--- config.mk ---
export PLATFORM = sky130hd
export DESIGN_NAME = token_lexer_byte_stream_top_flat
export DESIGN_NICKNAME = d
export VERILOG_FILES = /design/src/design/tlx_pkg.sv /design/src/design/tlx_if.sv /design/src/design/tlx_front.sv /design/src/design/tlx_queue.sv /design/src/design/tlx_back.sv /design/src/design/token_lexer_byte_stream_top.sv /design/src/flat_wrapper.sv
export SDC_FILE = /design/constraint.sdc
export NUM_CORES = 1
export LEC_CHECK = 0
export BUFFER_PORTS_ARGS = -buffer_cell sky130_fd_sc_hd__buf_2
export CAP_MARGIN = 20
export CORE_MARGIN = 1
export CORE_UTILIZATION = 38
export CTS_CLUSTER_DIAMETER = 60
export CTS_CLUSTER_SIZE = 10
export DETAILED_ROUTE_END_ITERATION = 6
export PLACE_DENSITY_LB_ADDON = 0.3
export SYNTH_ARGS = -nofsm -noshare
export SYNTH_HDL_FRONTEND = slang
export SYNTH_SLANG_ARGS = --single-unit
--- constraint.sdc ---
create_clock -name i_clk -period 7.2 [get_ports i_clk]
set_input_delay 0.36 -clock i_clk [delete_from_list [all_inputs] [get_ports i_clk]]
set_output_delay 0.36 -clock i_clk [all_outputs]
set_load 0.02 [all_outputs]
--- src/design/tlx_pkg.sv ---
// ----------------------------------------------------------------------------
// tlx_pkg
// Shared types, constants and character-class functions of the token lexer.
// ----------------------------------------------------------------------------
package tlx_pkg;

    localparam int MaxLineBytesDef = 4096;
    localparam int ColW   = 13;
    localparam int QDepth = 4;
    localparam int QPtrW  = 2;
    localparam int ResMax = 3;

    localparam logic [1:0] ST_OK    = 2'd0;
    localparam logic [1:0] ST_UNK   = 2'd1;
    localparam logic [1:0] ST_UNTRM = 2'd2;
    localparam logic [1:0] ST_LONG  = 2'd3;

    localparam logic [5:0] K_FIXNUM = 6'd48;
    localparam logic [5:0] K_NUMBER = 6'd49;
    localparam logic [5:0] K_IDENT  = 6'd50;
    localparam logic [5:0] K_STRING = 6'd51;

    typedef enum logic [3:0] {
        M_IDLE, M_IDENT, M_ZERO, M_DEC, M_FIX, M_HEX0, M_HEX, M_BIN0, M_BIN,
        M_OP, M_STR, M_ESC, M_COMMENT
    } t_mode;

    typedef struct packed {
        logic [5:0]  kind;
        logic [1:0]  status;
        logic [11:0] col;
        logic [12:0] len;
    } t_res;

    typedef struct packed {
        t_res [ResMax-1:0] r;
        logic [1:0]        cnt;
        logic [15:0]       line;
    } t_bundle;

    localparam logic [63:0] KW_TEXT [13] = '{
        64'h0000_0000_0069_6e74,   // int
        64'h0000_0066_6978_6564,   // fixed
        64'h0000_0000_0070_7472,   // ptr
        64'h0000_0000_766f_6964,   // void
        64'h6675_6e63_7469_6f6e,   // function
        64'h0000_696e_6c69_6e65,   // inline
        64'h0000_0000_0000_6966,   // if
        64'h0000_0000_656c_7365,   // else
        64'h0000_7265_7475_726e,   // return
        64'h0000_0077_6869_6c65,   // while
        64'h0000_0000_0066_6f72,   // for
        64'h636f_6e74_696e_7565,   // continue
        64'h0000_0062_7265_616b    // break
    };
    localparam logic [3:0] KW_LEN [13] = '{
        4'd3, 4'd5, 4'd3, 4'd4, 4'd8, 4'd6, 4'd2, 4'd4, 4'd6, 4'd5, 4'd3, 4'd8, 4'd5
    };

    function automatic logic is_digit(logic [7:0] b);
        return b >= 8'h30 && b <= 8'h39;
    endfunction

    function automatic logic is_alpha(logic [7:0] b);
        return (b >= 8'h61 && b <= 8'h7a) || (b >= 8'h41 && b <= 8'h5a);
    endfunction

    function automatic logic is_hex(logic [7:0] b);
        return is_digit(b) || (b >= 8'h61 && b <= 8'h66) || (b >= 8'h41 && b <= 8'h46);
    endfunction

    function automatic logic is_word(logic [7:0] b);
        return is_alpha(b) || is_digit(b) || b == 8'h5f;
    endfunction

    function automatic logic is_space(logic [7:0] b);
        return b == 8'h09 || b == 8'h0a || b == 8'h0c || b == 8'h0d || b == 8'h20;
    endfunction

    // {valid, kind}
    function automatic logic [6:0] single_kind(logic [7:0] b);
        logic [6:0] k;
        unique case (b)
            8'h3c:   k = {1'b1, 6'd37};
            8'h3e:   k = {1'b1, 6'd36};
            8'h26:   k = {1'b1, 6'd29};
            8'h7c:   k = {1'b1, 6'd30};
            8'h2b:   k = {1'b1, 6'd23};
            8'h2d:   k = {1'b1, 6'd24};
            8'h2a:   k = {1'b1, 6'd25};
            8'h2f:   k = {1'b1, 6'd26};
            8'h25:   k = {1'b1, 6'd27};
            8'h3d:   k = {1'b1, 6'd39};
            8'h21:   k = {1'b1, 6'd38};
            default: k = 7'd0;
        endcase
        return k;
    endfunction

    function automatic logic [6:0] pair_kind(logic [7:0] a, logic [7:0] b);
        logic [6:0] k;
        k = 7'd0;
        if (a == 8'h3c && b == 8'h3c) k = {1'b1, 6'd13};
        else if (a == 8'h3e && b == 8'h3e) k = {1'b1, 6'd14};
        else if (a == 8'h3c && b == 8'h2d) k = {1'b1, 6'd15};
        else if (a == 8'h26 && b == 8'h26) k = {1'b1, 6'd16};
        else if (a == 8'h7c && b == 8'h7c) k = {1'b1, 6'd17};
        else if (b == 8'h3d) begin
            unique case (a)
                8'h2b:   k = {1'b1, 6'd18};
                8'h2d:   k = {1'b1, 6'd19};
                8'h2a:   k = {1'b1, 6'd20};
                8'h2f:   k = {1'b1, 6'd21};
                8'h25:   k = {1'b1, 6'd22};
                8'h3e:   k = {1'b1, 6'd32};
                8'h3c:   k = {1'b1, 6'd33};
                8'h3d:   k = {1'b1, 6'd34};
                8'h21:   k = {1'b1, 6'd35};
                default: k = 7'd0;
            endcase
        end
        return k;
    endfunction

    function automatic logic [6:0] imm_kind(logic [7:0] b);
        logic [6:0] k;
        unique case (b)
            8'h7e:   k = {1'b1, 6'd28};
            8'h5e:   k = {1'b1, 6'd31};
            8'h7b:   k = {1'b1, 6'd40};
            8'h7d:   k = {1'b1, 6'd41};
            8'h28:   k = {1'b1, 6'd42};
            8'h29:   k = {1'b1, 6'd43};
            8'h5b:   k = {1'b1, 6'd44};
            8'h5d:   k = {1'b1, 6'd45};
            8'h2c:   k = {1'b1, 6'd46};
            8'h3b:   k = {1'b1, 6'd47};
            default: k = 7'd0;
        endcase
        return k;
    endfunction

    // Keyword kind for a whole word, else identifier with its length.
    function automatic t_res word_res(logic [63:0] pf, logic [11:0] ts, logic [12:0] len);
        t_res r;
        r = '{kind: K_IDENT, status: ST_OK, col: ts, len: len};
        for (int i = 0; i < 13; i++) begin
            if (len == {9'd0, KW_LEN[i]} && pf == KW_TEXT[i]) begin
                r.kind = 6'(i);
                r.len  = 13'd0;
            end
        end
        return r;
    endfunction

    function automatic t_bundle add_res(t_bundle bd, t_res r);
        t_bundle o;
        o = bd;
        unique case (bd.cnt)
            2'd0:    begin o.r[0] = r; o.cnt = 2'd1; end
            2'd1:    begin o.r[1] = r; o.cnt = 2'd2; end
            2'd2:    begin o.r[2] = r; o.cnt = 2'd3; end
            default: o = bd;
        endcase
        return o;
    endfunction

endpackage

--- src/design/tlx_if.sv ---
// ----------------------------------------------------------------------------
// tlx_in_if / tlx_out_if
// Valid/ready channels carrying source bytes in and tokens out.
// ----------------------------------------------------------------------------
interface tlx_in_if;
    logic       valid;
    logic       ready;
    logic [7:0] char_byte;
    logic       end_of_line;
    modport source (output valid, char_byte, end_of_line, input ready);
    modport sink (input valid, char_byte, end_of_line, output ready);
endinterface

interface tlx_out_if;
    logic        valid;
    logic        ready;
    logic [5:0]  token_kind;
    logic [1:0]  status;
    logic [15:0] line_number;
    logic [11:0] start_column;
    logic [12:0] value_length;
    logic        last_result;
    modport source (output valid, token_kind, status, line_number, start_column,
                    value_length, last_result, input ready);
    modport sink (input valid, token_kind, status, line_number, start_column,
                  value_length, last_result, output ready);
endinterface

--- src/design/tlx_front.sv ---
// ----------------------------------------------------------------------------
// tlx_front
// Scanner state and byte classification; builds one result bundle per input item.
// ----------------------------------------------------------------------------
module tlx_front #(
    parameter int MAX_LINE_BYTES = tlx_pkg::MaxLineBytesDef
) (
    input  logic             i_clk,
    input  logic             i_rst_n,
    input  logic             i_valid,
    input  logic [7:0]       i_char_byte,
    input  logic             i_end_of_line,
    input  logic             i_q_full,
    output logic             o_ready,
    output logic             o_push,
    output tlx_pkg::t_bundle o_bundle
);
    localparam logic [tlx_pkg::ColW-1:0] MaxCol = tlx_pkg::ColW'(MAX_LINE_BYTES);

    tlx_pkg::t_mode r_mode, n_mode;
    logic [11:0] r_ts, n_ts;
    logic [tlx_pkg::ColW-1:0] r_col, n_col;
    logic [7:0]  r_h0, n_h0, r_h1, n_h1;
    logic [63:0] r_pf, n_pf;
    logic [15:0] r_line, n_line;
    logic        r_err, n_err;
    tlx_pkg::t_bundle bd;

    always_comb begin
        logic        done;
        logic [7:0]  b;
        logic [6:0]  k;
        logic [12:0] c;
        n_mode = r_mode;
        n_ts   = r_ts;
        n_col  = r_col;
        n_h0   = r_h0;
        n_h1   = r_h1;
        n_pf   = r_pf;
        n_line = r_line;
        n_err  = r_err;
        bd     = '0;
        bd.line = r_line;
        b    = i_char_byte;
        c    = r_col;
        done = 1'b0;
        k    = '0;
        if (i_end_of_line) begin
            unique case (r_mode)
                tlx_pkg::M_IDENT:
                    bd = tlx_pkg::add_res(bd, tlx_pkg::word_res(r_pf, r_ts, c - 13'(r_ts)));
                tlx_pkg::M_ZERO, tlx_pkg::M_DEC, tlx_pkg::M_HEX, tlx_pkg::M_BIN:
                    bd = tlx_pkg::add_res(bd, '{tlx_pkg::K_NUMBER, tlx_pkg::ST_OK, r_ts,
                                                c - 13'(r_ts)});
                tlx_pkg::M_FIX:
                    bd = tlx_pkg::add_res(bd, '{tlx_pkg::K_FIXNUM, tlx_pkg::ST_OK, r_ts,
                                                c - 13'(r_ts)});
                tlx_pkg::M_HEX0, tlx_pkg::M_BIN0: begin
                    bd = tlx_pkg::add_res(bd, '{tlx_pkg::K_NUMBER, tlx_pkg::ST_OK, r_ts,
                                                13'd1});
                    n_ts = r_ts + 12'd1;
                    n_pf = {56'd0, r_h1};
                    bd = tlx_pkg::add_res(bd, tlx_pkg::word_res(n_pf, n_ts, c - 13'(n_ts)));
                end
                tlx_pkg::M_OP: begin
                    k = tlx_pkg::single_kind(r_h0);
                    bd = tlx_pkg::add_res(bd, '{k[5:0], tlx_pkg::ST_OK, r_ts, 13'd0});
                end
                tlx_pkg::M_STR, tlx_pkg::M_ESC: begin
                    bd = tlx_pkg::add_res(bd, '{6'd0, tlx_pkg::ST_UNTRM, r_ts, 13'd0});
                    n_err = 1'b1;
                end
                default: ;
            endcase
            n_mode = tlx_pkg::M_IDLE;
            n_col  = '0;
            if (r_line != 16'hFFFF) n_line = r_line + 16'd1;
        end else if (r_col >= MaxCol) begin
            bd = tlx_pkg::add_res(bd, '{6'd0, tlx_pkg::ST_LONG, 12'd0, 13'd0});
            n_err  = 1'b1;
            n_mode = tlx_pkg::M_IDLE;
        end else begin
            n_col = r_col + 1'b1;
            // At most three passes: finish a token, fall back from a prefix, start anew.
            for (int p = 0; p < 3; p++) begin
                if (!done) begin
                    unique case (n_mode)
                        tlx_pkg::M_IDENT: begin
                            if (tlx_pkg::is_word(b)) begin
                                if (c - 13'(n_ts) < 13'd8) n_pf = {n_pf[55:0], b};
                                done = 1'b1;
                            end else begin
                                bd = tlx_pkg::add_res(bd,
                                         tlx_pkg::word_res(n_pf, n_ts, c - 13'(n_ts)));
                                n_mode = tlx_pkg::M_IDLE;
                            end
                        end
                        tlx_pkg::M_ZERO, tlx_pkg::M_DEC: begin
                            done = 1'b1;
                            if (n_mode == tlx_pkg::M_ZERO && (b == 8'h78 || b == 8'h62)) begin
                                n_h1   = b;
                                n_mode = (b == 8'h78) ? tlx_pkg::M_HEX0 : tlx_pkg::M_BIN0;
                            end else if (tlx_pkg::is_digit(b)) begin
                                n_mode = tlx_pkg::M_DEC;
                            end else if (b == 8'h2e) begin
                                n_mode = tlx_pkg::M_FIX;
                            end else begin
                                bd = tlx_pkg::add_res(bd, '{tlx_pkg::K_NUMBER, tlx_pkg::ST_OK,
                                                            n_ts, c - 13'(n_ts)});
                                n_mode = tlx_pkg::M_IDLE;
                                done   = 1'b0;
                            end
                        end
                        tlx_pkg::M_FIX: begin
                            if (tlx_pkg::is_digit(b)) done = 1'b1;
                            else begin
                                bd = tlx_pkg::add_res(bd, '{tlx_pkg::K_FIXNUM, tlx_pkg::ST_OK,
                                                            n_ts, c - 13'(n_ts)});
                                n_mode = tlx_pkg::M_IDLE;
                            end
                        end
                        tlx_pkg::M_HEX0, tlx_pkg::M_BIN0: begin
                            if (n_mode == tlx_pkg::M_HEX0 ? tlx_pkg::is_hex(b)
                                                          : (b == 8'h30 || b == 8'h31)) begin
                                n_mode = (n_mode == tlx_pkg::M_HEX0) ? tlx_pkg::M_HEX
                                                                      : tlx_pkg::M_BIN;
                                done = 1'b1;
                            end else begin
                                bd = tlx_pkg::add_res(bd, '{tlx_pkg::K_NUMBER, tlx_pkg::ST_OK,
                                                            n_ts, 13'd1});
                                n_ts   = n_ts + 12'd1;
                                n_pf   = {56'd0, n_h1};
                                n_mode = tlx_pkg::M_IDENT;
                            end
                        end
                        tlx_pkg::M_HEX, tlx_pkg::M_BIN: begin
                            if (n_mode == tlx_pkg::M_HEX ? tlx_pkg::is_hex(b)
                                                         : (b == 8'h30 || b == 8'h31)) begin
                                done = 1'b1;
                            end else begin
                                bd = tlx_pkg::add_res(bd, '{tlx_pkg::K_NUMBER, tlx_pkg::ST_OK,
                                                            n_ts, c - 13'(n_ts)});
                                n_mode = tlx_pkg::M_IDLE;
                            end
                        end
                        tlx_pkg::M_OP: begin
                            k = tlx_pkg::pair_kind(n_h0, b);
                            if (n_h0 == 8'h2f && b == 8'h2f) begin
                                n_mode = tlx_pkg::M_COMMENT;
                                done   = 1'b1;
                            end else if (k[6]) begin
                                bd = tlx_pkg::add_res(bd, '{k[5:0], tlx_pkg::ST_OK, n_ts,
                                                            13'd0});
                                n_mode = tlx_pkg::M_IDLE;
                                done   = 1'b1;
                            end else begin
                                k = tlx_pkg::single_kind(n_h0);
                                bd = tlx_pkg::add_res(bd, '{k[5:0], tlx_pkg::ST_OK, n_ts,
                                                            13'd0});
                                n_mode = tlx_pkg::M_IDLE;
                            end
                        end
                        tlx_pkg::M_STR: begin
                            if (b == 8'h22) begin
                                bd = tlx_pkg::add_res(bd, '{tlx_pkg::K_STRING, tlx_pkg::ST_OK,
                                                            n_ts, c - 13'(n_ts) - 13'd1});
                                n_mode = tlx_pkg::M_IDLE;
                            end else if (b == 8'h5c) begin
                                n_mode = tlx_pkg::M_ESC;
                            end
                            done = 1'b1;
                        end
                        tlx_pkg::M_ESC: begin
                            if (b == 8'h0a) begin
                                bd = tlx_pkg::add_res(bd, '{6'd0, tlx_pkg::ST_UNK, n_ts,
                                                            13'd0});
                                n_err  = 1'b1;
                                n_mode = tlx_pkg::M_IDLE;
                            end else begin
                                n_mode = tlx_pkg::M_STR;
                            end
                            done = 1'b1;
                        end
                        tlx_pkg::M_COMMENT: done = 1'b1;
                        default: begin
                            done = 1'b1;
                            k = tlx_pkg::imm_kind(b);
                            if (!tlx_pkg::is_space(b)) begin
                                n_ts = c[11:0];
                                if (tlx_pkg::is_alpha(b)) begin
                                    n_pf   = {56'd0, b};
                                    n_mode = tlx_pkg::M_IDENT;
                                end else if (b == 8'h30) begin
                                    n_mode = tlx_pkg::M_ZERO;
                                end else if (tlx_pkg::is_digit(b)) begin
                                    n_mode = tlx_pkg::M_DEC;
                                end else if (b == 8'h22) begin
                                    n_mode = tlx_pkg::M_STR;
                                end else if (tlx_pkg::single_kind(b) != 7'd0) begin
                                    n_h0   = b;
                                    n_mode = tlx_pkg::M_OP;
                                end else if (k[6]) begin
                                    bd = tlx_pkg::add_res(bd, '{k[5:0], tlx_pkg::ST_OK,
                                                                c[11:0], 13'd0});
                                end else begin
                                    bd = tlx_pkg::add_res(bd, '{6'd0, tlx_pkg::ST_UNK,
                                                                c[11:0], 13'd0});
                                    n_err = 1'b1;
                                end
                            end
                        end
                    endcase
                end
            end
        end
    end

    assign o_ready  = !i_q_full;
    assign o_push   = i_valid && o_ready && !r_err && bd.cnt != 2'd0;
    assign o_bundle = bd;

    always_ff @(posedge i_clk) begin
        if (!i_rst_n) begin
            r_mode <= tlx_pkg::M_IDLE;
            r_ts   <= '0;
            r_col  <= '0;
            r_h0   <= '0;
            r_h1   <= '0;
            r_pf   <= '0;
            r_line <= 16'd1;
            r_err  <= 1'b0;
        end else if (i_valid && o_ready && !r_err) begin
            r_mode <= n_mode;
            r_ts   <= n_ts;
            r_col  <= n_col;
            r_h0   <= n_h0;
            r_h1   <= n_h1;
            r_pf   <= n_pf;
            r_line <= n_line;
            r_err  <= n_err;
        end
    end
endmodule

--- src/design/tlx_queue.sv ---
// ----------------------------------------------------------------------------
// tlx_queue
// Short FIFO of result bundles between the scanner and the output side.
// ----------------------------------------------------------------------------
module tlx_queue (
    input  logic             i_clk,
    input  logic             i_rst_n,
    input  logic             i_push,
    input  tlx_pkg::t_bundle i_bundle,
    input  logic             i_pop,
    output logic             o_full,
    output logic             o_empty,
    output tlx_pkg::t_bundle o_head
);
    tlx_pkg::t_bundle r_mem [tlx_pkg::QDepth];
    logic [tlx_pkg::QPtrW-1:0] r_wp, r_rp;
    logic [tlx_pkg::QPtrW:0]   r_cnt;

    assign o_full  = r_cnt == (tlx_pkg::QPtrW + 1)'(tlx_pkg::QDepth);
    assign o_empty = r_cnt == '0;
    assign o_head  = r_mem[r_rp];

    always_ff @(posedge i_clk) begin
        if (i_push) r_mem[r_wp] <= i_bundle;
    end

    always_ff @(posedge i_clk) begin
        if (!i_rst_n) begin
            r_wp  <= '0;
            r_rp  <= '0;
            r_cnt <= '0;
        end else begin
            if (i_push) r_wp <= r_wp + 1'b1;
            if (i_pop)  r_rp <= r_rp + 1'b1;
            r_cnt <= r_cnt + (tlx_pkg::QPtrW + 1)'(i_push) - (tlx_pkg::QPtrW + 1)'(i_pop);
        end
    end
endmodule

--- src/design/tlx_back.sv ---
// ----------------------------------------------------------------------------
// tlx_back
// Serializes each queued bundle into single token items and marks the last.
// ----------------------------------------------------------------------------
module tlx_back (
    input  logic             i_clk,
    input  logic             i_rst_n,
    input  logic             i_empty,
    input  tlx_pkg::t_bundle i_head,
    output logic             o_pop,
    tlx_out_if.source        o_out
);
    logic [1:0]    r_sub;
    logic          last;
    tlx_pkg::t_res cur;

    assign cur  = i_head.r[r_sub];
    assign last = r_sub == i_head.cnt - 2'd1;

    assign o_out.valid        = !i_empty;
    assign o_out.token_kind   = cur.kind;
    assign o_out.status       = cur.status;
    assign o_out.line_number  = i_head.line;
    assign o_out.start_column = cur.col;
    assign o_out.value_length = cur.len;
    assign o_out.last_result  = last;
    assign o_pop = o_out.valid && o_out.ready && last;

    always_ff @(posedge i_clk) begin
        if (!i_rst_n) begin
            r_sub <= '0;
        end else if (o_out.valid && o_out.ready) begin
            // advance within the bundle, back to the first slot on the last one
            r_sub <= last ? 2'd0 : r_sub + 2'd1;
        end
    end
endmodule

--- src/design/token_lexer_byte_stream_top.sv ---
// ----------------------------------------------------------------------------
// token_lexer_byte_stream_top
// Streaming lexer: source bytes in, tokens of a small C-like language out.
// ----------------------------------------------------------------------------
// One source byte (or an end-of-line marker) is taken per cycle whenever the
// four-entry result queue has room. The scanner classifies the byte in that
// same cycle and turns it into zero to three token items, which the output side
// hands out one per cycle while the sink is ready; an item that yields no token
// adds nothing at the output. Sustained input rate is one item per cycle as long
// as the output drains at least one token per input item; bursts of several
// tokens per byte are soaked up by the queue. After the first error result
// (unknown byte, unterminated string, over-long line) input is still taken but
// dropped until reset.
module token_lexer_byte_stream_top #(
    parameter int MAX_LINE_BYTES = tlx_pkg::MaxLineBytesDef
) (
    input  logic      i_clk,
    input  logic      i_rst_n,
    tlx_in_if.sink    i_in,
    tlx_out_if.source o_out
);
    logic             push, pop, full, empty;
    tlx_pkg::t_bundle bundle, head;

    // front: scan and classify bytes
    tlx_front #(.MAX_LINE_BYTES(MAX_LINE_BYTES)) u_front (
        .i_clk         (i_clk),
        .i_rst_n       (i_rst_n),
        .i_valid       (i_in.valid),
        .i_char_byte   (i_in.char_byte),
        .i_end_of_line (i_in.end_of_line),
        .i_q_full      (full),
        .o_ready       (i_in.ready),
        .o_push        (push),
        .o_bundle      (bundle)
    );

    // hold bundles so each side can stall on its own
    tlx_queue u_queue (
        .i_clk    (i_clk),
        .i_rst_n  (i_rst_n),
        .i_push   (push),
        .i_bundle (bundle),
        .i_pop    (pop),
        .o_full   (full),
        .o_empty  (empty),
        .o_head   (head)
    );

    // back: hand out tokens one item at a time
    tlx_back u_back (
        .i_clk   (i_clk),
        .i_rst_n (i_rst_n),
        .i_empty (empty),
        .i_head  (head),
        .o_pop   (pop),
        .o_out   (o_out)
    );
endmodule

--- src/flat_wrapper.sv ---
// flat-port wrapper written by rule: the top's interface ports become plain ports
module token_lexer_byte_stream_top_flat 
#(
    parameter int MAX_LINE_BYTES = tlx_pkg::MaxLineBytesDef
)
  (i_clk, i_rst_n, i_in_valid, i_in_char_byte, i_in_end_of_line, i_in_ready, o_out_valid, o_out_token_kind, o_out_status, o_out_line_number, o_out_start_column, o_out_value_length, o_out_last_result, o_out_ready);
  tlx_in_if i_in_i ();
  tlx_out_if o_out_i ();
  input  logic i_clk;
  input  logic i_rst_n;
  input wire logic [$bits(i_in_i.valid)-1:0] i_in_valid;
  input wire logic [$bits(i_in_i.char_byte)-1:0] i_in_char_byte;
  input wire logic [$bits(i_in_i.end_of_line)-1:0] i_in_end_of_line;
  output wire logic [$bits(i_in_i.ready)-1:0] i_in_ready;
  output wire logic [$bits(o_out_i.valid)-1:0] o_out_valid;
  output wire logic [$bits(o_out_i.token_kind)-1:0] o_out_token_kind;
  output wire logic [$bits(o_out_i.status)-1:0] o_out_status;
  output wire logic [$bits(o_out_i.line_number)-1:0] o_out_line_number;
  output wire logic [$bits(o_out_i.start_column)-1:0] o_out_start_column;
  output wire logic [$bits(o_out_i.value_length)-1:0] o_out_value_length;
  output wire logic [$bits(o_out_i.last_result)-1:0] o_out_last_result;
  input wire logic [$bits(o_out_i.ready)-1:0] o_out_ready;
  assign i_in_i.valid = i_in_valid;
  assign i_in_i.char_byte = i_in_char_byte;
  assign i_in_i.end_of_line = i_in_end_of_line;
  assign i_in_ready = i_in_i.ready;
  assign o_out_valid = o_out_i.valid;
  assign o_out_token_kind = o_out_i.token_kind;
  assign o_out_status = o_out_i.status;
  assign o_out_line_number = o_out_i.line_number;
  assign o_out_start_column = o_out_i.start_column;
  assign o_out_value_length = o_out_i.value_length;
  assign o_out_last_result = o_out_i.last_result;
  assign o_out_i.ready = o_out_ready;
  token_lexer_byte_stream_top #(.MAX_LINE_BYTES(MAX_LINE_BYTES)) u_core (.i_clk(i_clk), .i_rst_n(i_rst_n), .i_in(i_in_i), .o_out(o_out_i));
endmodule
=== After elaboration in Yosys (flattened, before gate mapping) ===
Memories as Yosys holds them, arrays and structs flattened. A register that Yosys moved wholly into a read port is not among the register bits.
Cells that the tools add are included.

* Bits in registers: 135
* Bits in latches: 0
* Bits in writable memories: 468
* ROM bits: 0
* Input port bits: 13
* Output and inout bits: 52
* Logic and storage cells: 822
* Memories kept: 1

{| class="wikitable"
|+ Memories
! memory !! depth !! width !! read ports !! clocked after memory_dff !! write ports !! line !! source
|-
| u_core.u_queue.r_mem || 4 || 117 || 1 || 1 || 1 || tlx_queue.sv:15 || <nowiki>tlx_pkg::t_bundle r_mem [tlx_pkg::QDepth];</nowiki>
|}

* Add/subtract/negate cells: 18
* Multiply operators: 0
* Divide/modulo/power cells: 0
* Order comparisons: 13
* Equal/unequal tests: 172
* Shift operators: 0
* Multiplexer cells: 484
* Bitwise gates (word level): 2
* Reductions and logical operators: 120

{| class="wikitable"
|+ Operator list
! operator !! count
|-
| $mux 117 || 44
|-
| $mux 33 || 64
|-
| $pmux 117 s9 || 2
|-
| $mux 64 || 24
|-
| $mux 51 || 17
|-
| $pmux 117 s6 || 1
|-
| $eq 64x23->1 const B || 9
|-
| $eq 64x39->1 const B || 9
|-
| $pmux 64 s3 || 3
|-
| $mux 13 || 41
|-
| $pmux 51 s9 || 1
|-
| $eq 8x6->1 const B || 49
|-
| $mux 7 || 56
|-
| $eq 64x31->1 const B || 6
|-
| $eq 64x47->1 const B || 6
|-
| $eq 64x63->1 const B || 6
|-
| $mux 8 || 35
|-
| $mux 6 || 39
|-
| $mux 4 || 53
|-
| $pmux 6 s11 || 3
|-
| $eq 64x15->1 const B || 3
|-
| $pmux 7 s9 || 3
|-
| $mux 12 || 15
|-
| $eq 13x3->1 const B || 9
|-
| 60 further kinds || 311
|}

=== Logic depth before layout (Yosys ltp) ===
* Word-level depth: 60
* Depth in mapped cells: 28

=== By module ===
A second synthesis with hierarchy kept.

* Cells, all modules: 2855
* Area total of the unflattened synthesis: 32555.0 um^2

{| class="wikitable"
|+ By module, submodules not included
! module !! times used !! cells an instance !! area an instance (um^2) !! sequential area each (um^2)
|-
| tlx_queue || 1 || 654 || 17286.6 || 14233.7
|-
| tlx_front || 1 || 2057 || 14316.2 || 2522.4
|-
| tlx_back || 1 || 144 || 952.2 || 40.0
|}

=== Least setup slack after synthesis ===
No wires, ideal clock.

* Path type: input port to flip-flop
* Start: in i_in_char_byte[0]
* End: mem u_core.u_queue.r_mem[1][0] (netlist name), enable pin
* Setup time: 0.487 ns
* Data arrival time: 6.385 ns
* Required time: 6.713 ns
* Path slack: 0.328 ns
* Cell stages on the path: 18
* Buffers on the path: 4
* Cell sequence: buf_2 > clkbuf_1 > a2111oi_0 > a31oi_1 > clkbuf_1 > nand3_1 > nor2_1 > or2_2 > ha_1 > inv_1 > a211oi_1 > o21ai_0 > a21oi_1 > o311ai_4 > buf_4 > o21a_1 > a21oi_2 > and2_1

* Cells in the longest elaborated chain, start to end: 50

{| class="wikitable"
|+ Ends and longest elaborated chain
! item !! line !! source
|-
| start, declared || flat_wrapper.sv:12 || <nowiki>input wire logic [$bits(i_in_i.char_byte)-1:0] i_in_char_byte;</nowiki>
|-
| $eq 8x6->1, or another cell as far along || tlx_pkg.sv:83 || <nowiki>unique case (b)</nowiki>
|-
| $pmux 7 s11 || tlx_pkg.sv:83 ||
|-
| $mux 7 || tlx_front.sv:197 || <nowiki>end else if (b == 8'h22) begin</nowiki>
|-
| $mux 7 || tlx_front.sv:195 || <nowiki>end else if (tlx_pkg::is_digit(b)) begin</nowiki>
|-
| $mux 7 || tlx_front.sv:193 || <nowiki>end else if (b == 8'h30) begin</nowiki>
|-
| $mux 7 || tlx_front.sv:190 || <nowiki>if (tlx_pkg::is_alpha(b)) begin</nowiki>
|-
| $mux 7 || tlx_front.sv:188 || <nowiki>if (!tlx_pkg::is_space(b)) begin</nowiki>
|-
| $mux 7 || tlx_front.sv:87 || <nowiki>unique case (n_mode)</nowiki>
|-
| [34 not listed] || n/a ||
|-
| $pmux 117 s9 || tlx_front.sv:87 ||
|-
| $mux 117 * || tlx_front.sv:86 || <nowiki>if (!done) begin</nowiki>
|-
| $mux 117 * || tlx_front.sv:78 || <nowiki>end else if (r_col >= MaxCol) begin</nowiki>
|-
| $mux 117 * || tlx_front.sv:48 || <nowiki>if (i_end_of_line) begin</nowiki>
|-
| $reduce_bool 2->1 * || tlx_front.sv:219 || <nowiki>assign o_push = i_valid && o_ready && !r_err && bd.cnt != 2'd0;</nowiki>
|-
| $logic_and 1x1->1 * || tlx_front.sv:219 ||
|-
| $mux 1 * || tlx_queue.sv:24 || <nowiki>if (i_push) r_mem[r_wp] <= i_bundle;</nowiki>
|-
| $mux 1 (implied by the code) * || tlx_queue.sv:24 ||
|-
| end, declared || tlx_queue.sv:15 ||
|}

Mark *: on every way between the ends. The rest lies on a longest branch, timed or not. The select of a mux whose other input is x is not followed.

=== Worst setup path in the final report ===
* Start: reg u_core.u_front.r_mode[3]
* End: reg u_core.u_front.r_pf[5]

* Cells in the longest elaborated chain, start to end: 26

{| class="wikitable"
|+ Ends and longest elaborated chain
! item !! line !! source
|-
| start, declared || tlx_front.sv:20 || <nowiki>tlx_pkg::t_mode r_mode, n_mode;</nowiki>
|-
| start signal, assigned || tlx_front.sv:224 || <nowiki>r_mode <= tlx_pkg::M_IDLE;</nowiki>
|-
| start signal, assigned || tlx_front.sv:233 || <nowiki>r_mode <= n_mode;</nowiki>
|-
| parallel branches: the longest is 26 deep, another holds $sub 13x12->13 || n/a ||
|-
| end signal, assigned || tlx_front.sv:238 || <nowiki>r_pf <= n_pf;</nowiki>
|-
| end, declared || tlx_front.sv:24 || <nowiki>logic [63:0] r_pf, n_pf;</nowiki>
|}

Parallel ways; which one is timed is not known. The select of a mux whose other input is x is not followed.
A chain may end at the register's enable or synchronous reset.

==> metrics.md <==
| Metric | Value |
|---|---|
| Number of global-route vias before repair | `23,800` |
| Die ar. | `83,700 um^2` |
| CP Data Arrival Time | `7140 ps` |
| Post-synth EDFFs | `460` |
| Seq/Total Area, Yosys | `52.8%` |
| PD cells | `285 nW/um^2` |
| Pre-Repair DR Iteration Count | `6` |
| First-pass GRT wire length | `153,000 um` |
| Pre-CTS WS | `365 ps` |
| CP Data Required Time | `7720 ps` |
| H-tree Lvls | `3` |
| Critical Path Sink Type | `flop` |
| Die Wd | `289 um` |
| Min Tclk post-route | `6620 ps` |
| TritonCTS clock tree | `done` |
| Worst Skew | `41.2 ps` |
| Worst r2r dst | `u_core.u_front.r_pf[5]` |
| Slew @ Worst Pin | `1140 ps` |
| Crit share post-route | `92.0%` |
| Largest net degree at the start of global routing | `96` |
| Netlist cell types | `107` |
| Leakage | `12.2 nW` |
| Post-Syn Instances | `2,775` |
| FF-to-FF path depth | `21` |
| Syn. warnings | `0` |
| Final Hold Fails | `0` |
| GR Util All Layers | `24.3%` |
| Antenna violations before repair | `0` |
| Status | `finished clean` |
| Avg Cell Area, Syn | `11.3 um^2` |
| RSZ-0062 raised after global routing | `no` |
| Final HPWL DP | `71,700 um` |
| WL final | `102,000 um` |
| Syn Std Cell Area | `31,400 um^2` |
| Min-delay worst type | `in2reg` |
| Layout area overhead | `14.2%` |
| Via count | `24,300` |
| Clock latency on the worst-skew pair | `650 ps` |
| Clock transition at the registers of the reported paths | `50 ps` |
| CP startpoint | `u_core.u_front.r_mode[3]` |
| R2r setup slk | `580 ps` |
| Crit path to | `u_core.u_front.r_pf[5]` |
| Root Driver | `clkbuf_16` |
| Share of post-route cells with drive strength above 1 | `15.5%` |
| Top_reg_cell synth | `edfxtp_1` |
| Max_cap viols | `0` |
| # resized after CTS | `0` |
| CP Class | `reg2reg` |
| Antenna cells | `0` |
| # setup viols final | `0` |
| Setup TNS | `0 ps` |
| Final Max Slew Viols | `0` |
| Setup slack after layout | `578 ps` |
| DR WL/cell | `25.5 um` |
| Routed Antenna Nets | `0` |
| Synthesized flop and latch total | `597` |
| Critical path launch point type | `flop` |
| Async SR Flop Fraction | `0%` |
| CTS Buf Count | `77` |
| Die Y-Extent | `289 um` |
| Post-CTS Hold Fix Bufs | `0` |
| Detailed-route vias per instance | `6.07` |
| Worst IR Drop VDD | `0.174 mV` |
| DRC | `0` |
| Clk sinks | `597` |
| Worst Path Max Fanout | `17` |
| RD Place Congestion | `0.991` |
| Fin nets | `2,969` |
| Top Ports | `65` |
| Iter 0 DRT Violations | `2,549` |
| Fillers | `7,488` |
| Initial Util | `38.7%` |
| Grt total ovfl | `0` |
| Fmax | `151 MHz` |
| Row count | `104` |
| Core Area | `81,100 um^2` |
| Setup repair bufs after CTS | `0` |
| Slew headroom | `24.1%` |
| Worst flop-to-flop path startpoint | `u_core.u_front.r_mode[3]` |
| IO buf count | `64` |
| Clock Tree Buf Depth | `3` |
## through the flow
step / util [%] / cell area, um^2 / hold WS (ps) / std cells / total power [mW]
3_5_place_dp: 41.2 / 33400 / 459 / 3872 / 6.62
4_1_cts: 44.2 / 35800 / 128 / 4005 / 10.3
2_1_floorplan: - / 31600 / 437 / 2826 / 5.74
6_report: 44.2 / 35800 / 157 / 4005 / 10.2
5_1_grt: 44.2 / 35800 / 161 / 4005 / 10.6
3_3_place_gp: 41.2 / 33400 / 449 / 3872 / 6.60
## where the power goes
part	total (mW)	internal, mW	switching [mW]
logic	2.56	0.875	1.69
clock network	3.64	2.13	1.51
registers	4.01	3.91	0.0966
total	10.2	6.92	3.30
## cells in the final DEF (no fill, tap or decap), types with 12 or more instances in the layout
cell type    n
buf_2       64
o21ai_0    139
o22ai_1     62
buf_4       96
nand2_1    215
xor2_1      30
a21oi_1    161
conb_1      52
inv_1      107
a22oi_1     62
clkbuf_16   77
edfxtp_1   460
nor2_1     271
or3_1       22
a221oi_1    12
clkbuf_1    35
o211ai_1    24
o221ai_1    16
mux2i_1     38
nand2b_1    24
nor2b_1     25
a211oi_1    17
a21o_1      21
dfxtp_1    133
o31ai_1     16
nand3_1     72
nand4_1     25
a31oi_1     21
and3_1      32
o21a_1      17
nor4_1      25
a22o_1      19
mux4_2     115
xnor2_1     33
nor3_1      61
ha_1        61
## critical path: stages (launching register included)
cell and delay (ps):
dfxtp_1 730, nand2_1 340, o21a_1 270, nor2_1 810, nor2_1 160, a221oi_1 280, buf_4 200, ha_1 240
nor2b_1 130, o21ai_0 200, a21boi_0 230, o21a_1 290, o41ai_1 520, xnor2_1 150, nor4_1 370, buf_4 200
nand4_1 220, buf_4 270, or3_1 420, a211o_1 290, o211ai_1 100, a21oi_1 80
## how the worst min path moves through the flow
stage / start / cells past startpoint / to / slack (ps)
2_1_floorplan: u_core.u_front.r_h0[5] / 2 / u_core.u_front.r_h0[5] / 440
3_3_place_gp: u_core.u_front.r_h0[5] / 2 / u_core.u_front.r_h0[5] / 450
3_5_place_dp: u_core.u_front.r_h0[5] / 2 / u_core.u_front.r_h0[5] / 460
4_1_cts: o_out_ready / 4 / u_core.u_back.r_sub[0] / 130
5_1_grt: o_out_ready / 4 / u_core.u_back.r_sub[0] / 160
6_report: o_out_ready / 4 / u_core.u_back.r_sub[0] / 160
## area by class of cell
class / instances / area, um^2 / share of cell area [%]
flip-flops and latches: 597 / 16600 / 46.3
repair buffers: 168 / 1200 / 3.35
clock buffers: 113 / 2070 / 5.79
clock inverters: 20 / 350 / 0.979
inverters: 110 / 415 / 1.16
well taps: 1060 / 1330 / 3.70
multi-input cells: 1937 / 13900 / 38.7
## registers in the layout, summed over array words and instances (netlist names), 3 cells and up, named ones only
| signal | flops |
|---|---|
| u_core.u_queue.r_mem | 460 |
| u_core.u_front.r_pf | 64 |
| u_core.u_front.r_line | 16 |
| u_core.u_front.r_col | 13 |
| u_core.u_front.r_ts | 12 |
| u_core.u_front.r_h0 | 8 |
| u_core.u_front.r_h1 | 8 |
| u_core.u_front.r_mode | 4 |
| u_core.u_queue.r_cnt | 3 |
## cell usage after synthesis (9+ instances only)
cell      count  area [um^2]
clkbuf_1    133          499
nand2_1     215          807
xnor2_1      33          289
o221ai_1     16          140
nor2_1      274         1030
nand2b_1     24          150
o21a_1       17          128
a31oi_1      21          131
a21oi_1     161          806
a221oi_1     12          105
or4_1        11         82.6
nand3_1      72          360
buf_2        22          110
nor3_1       62          310
or3_1        22          138
edfxtp_1    460        13800
o21ai_0     139          696
mux4_2      115         2590
nor4_1       25          156
a22oi_1      62          465
mux2i_1      38          380
o31ai_1      16          120
or2_2         9         56.3
a22o_1       19          166
xor2_1       30          263
and2_1       13         81.3
nand4_1      25          156
o32ai_1      11         96.3
nor4bb_1      9         90.1
and3_1       32          200
buf_1        17         63.8
o211ai_1     24          180
a211oi_1     17          128
a21o_1       21          158
nor2b_1      25          156
o22ai_1      62          388
inv_1       107          402
dfxtp_1     137         2740
ha_1         61          763
o21ai_1      11         55.1
a32oi_1       9         78.8
## routing by layer
layer	global-route usage [%]	share of wire (%)	up-vias
li1	-	-	10900
met1	34.5	45	12200
met2	37.4	45	1032
met3	3.45	6.5	222
met4	9.57	3.8	0
met5	0	0	-
## cells by family after synthesis
logic type / synth area share [%]
adders and majority gates: 2.69
buffers and inverters: 3.76
xor gates and xnor gates: 1.76
muxes: 9.62
DFF: 52.8
other: 0.0120
and+or+nand+nor: 13.9
AOI/OAI and AO/OA: 15.5
Power figures use the tool's default switching activity.
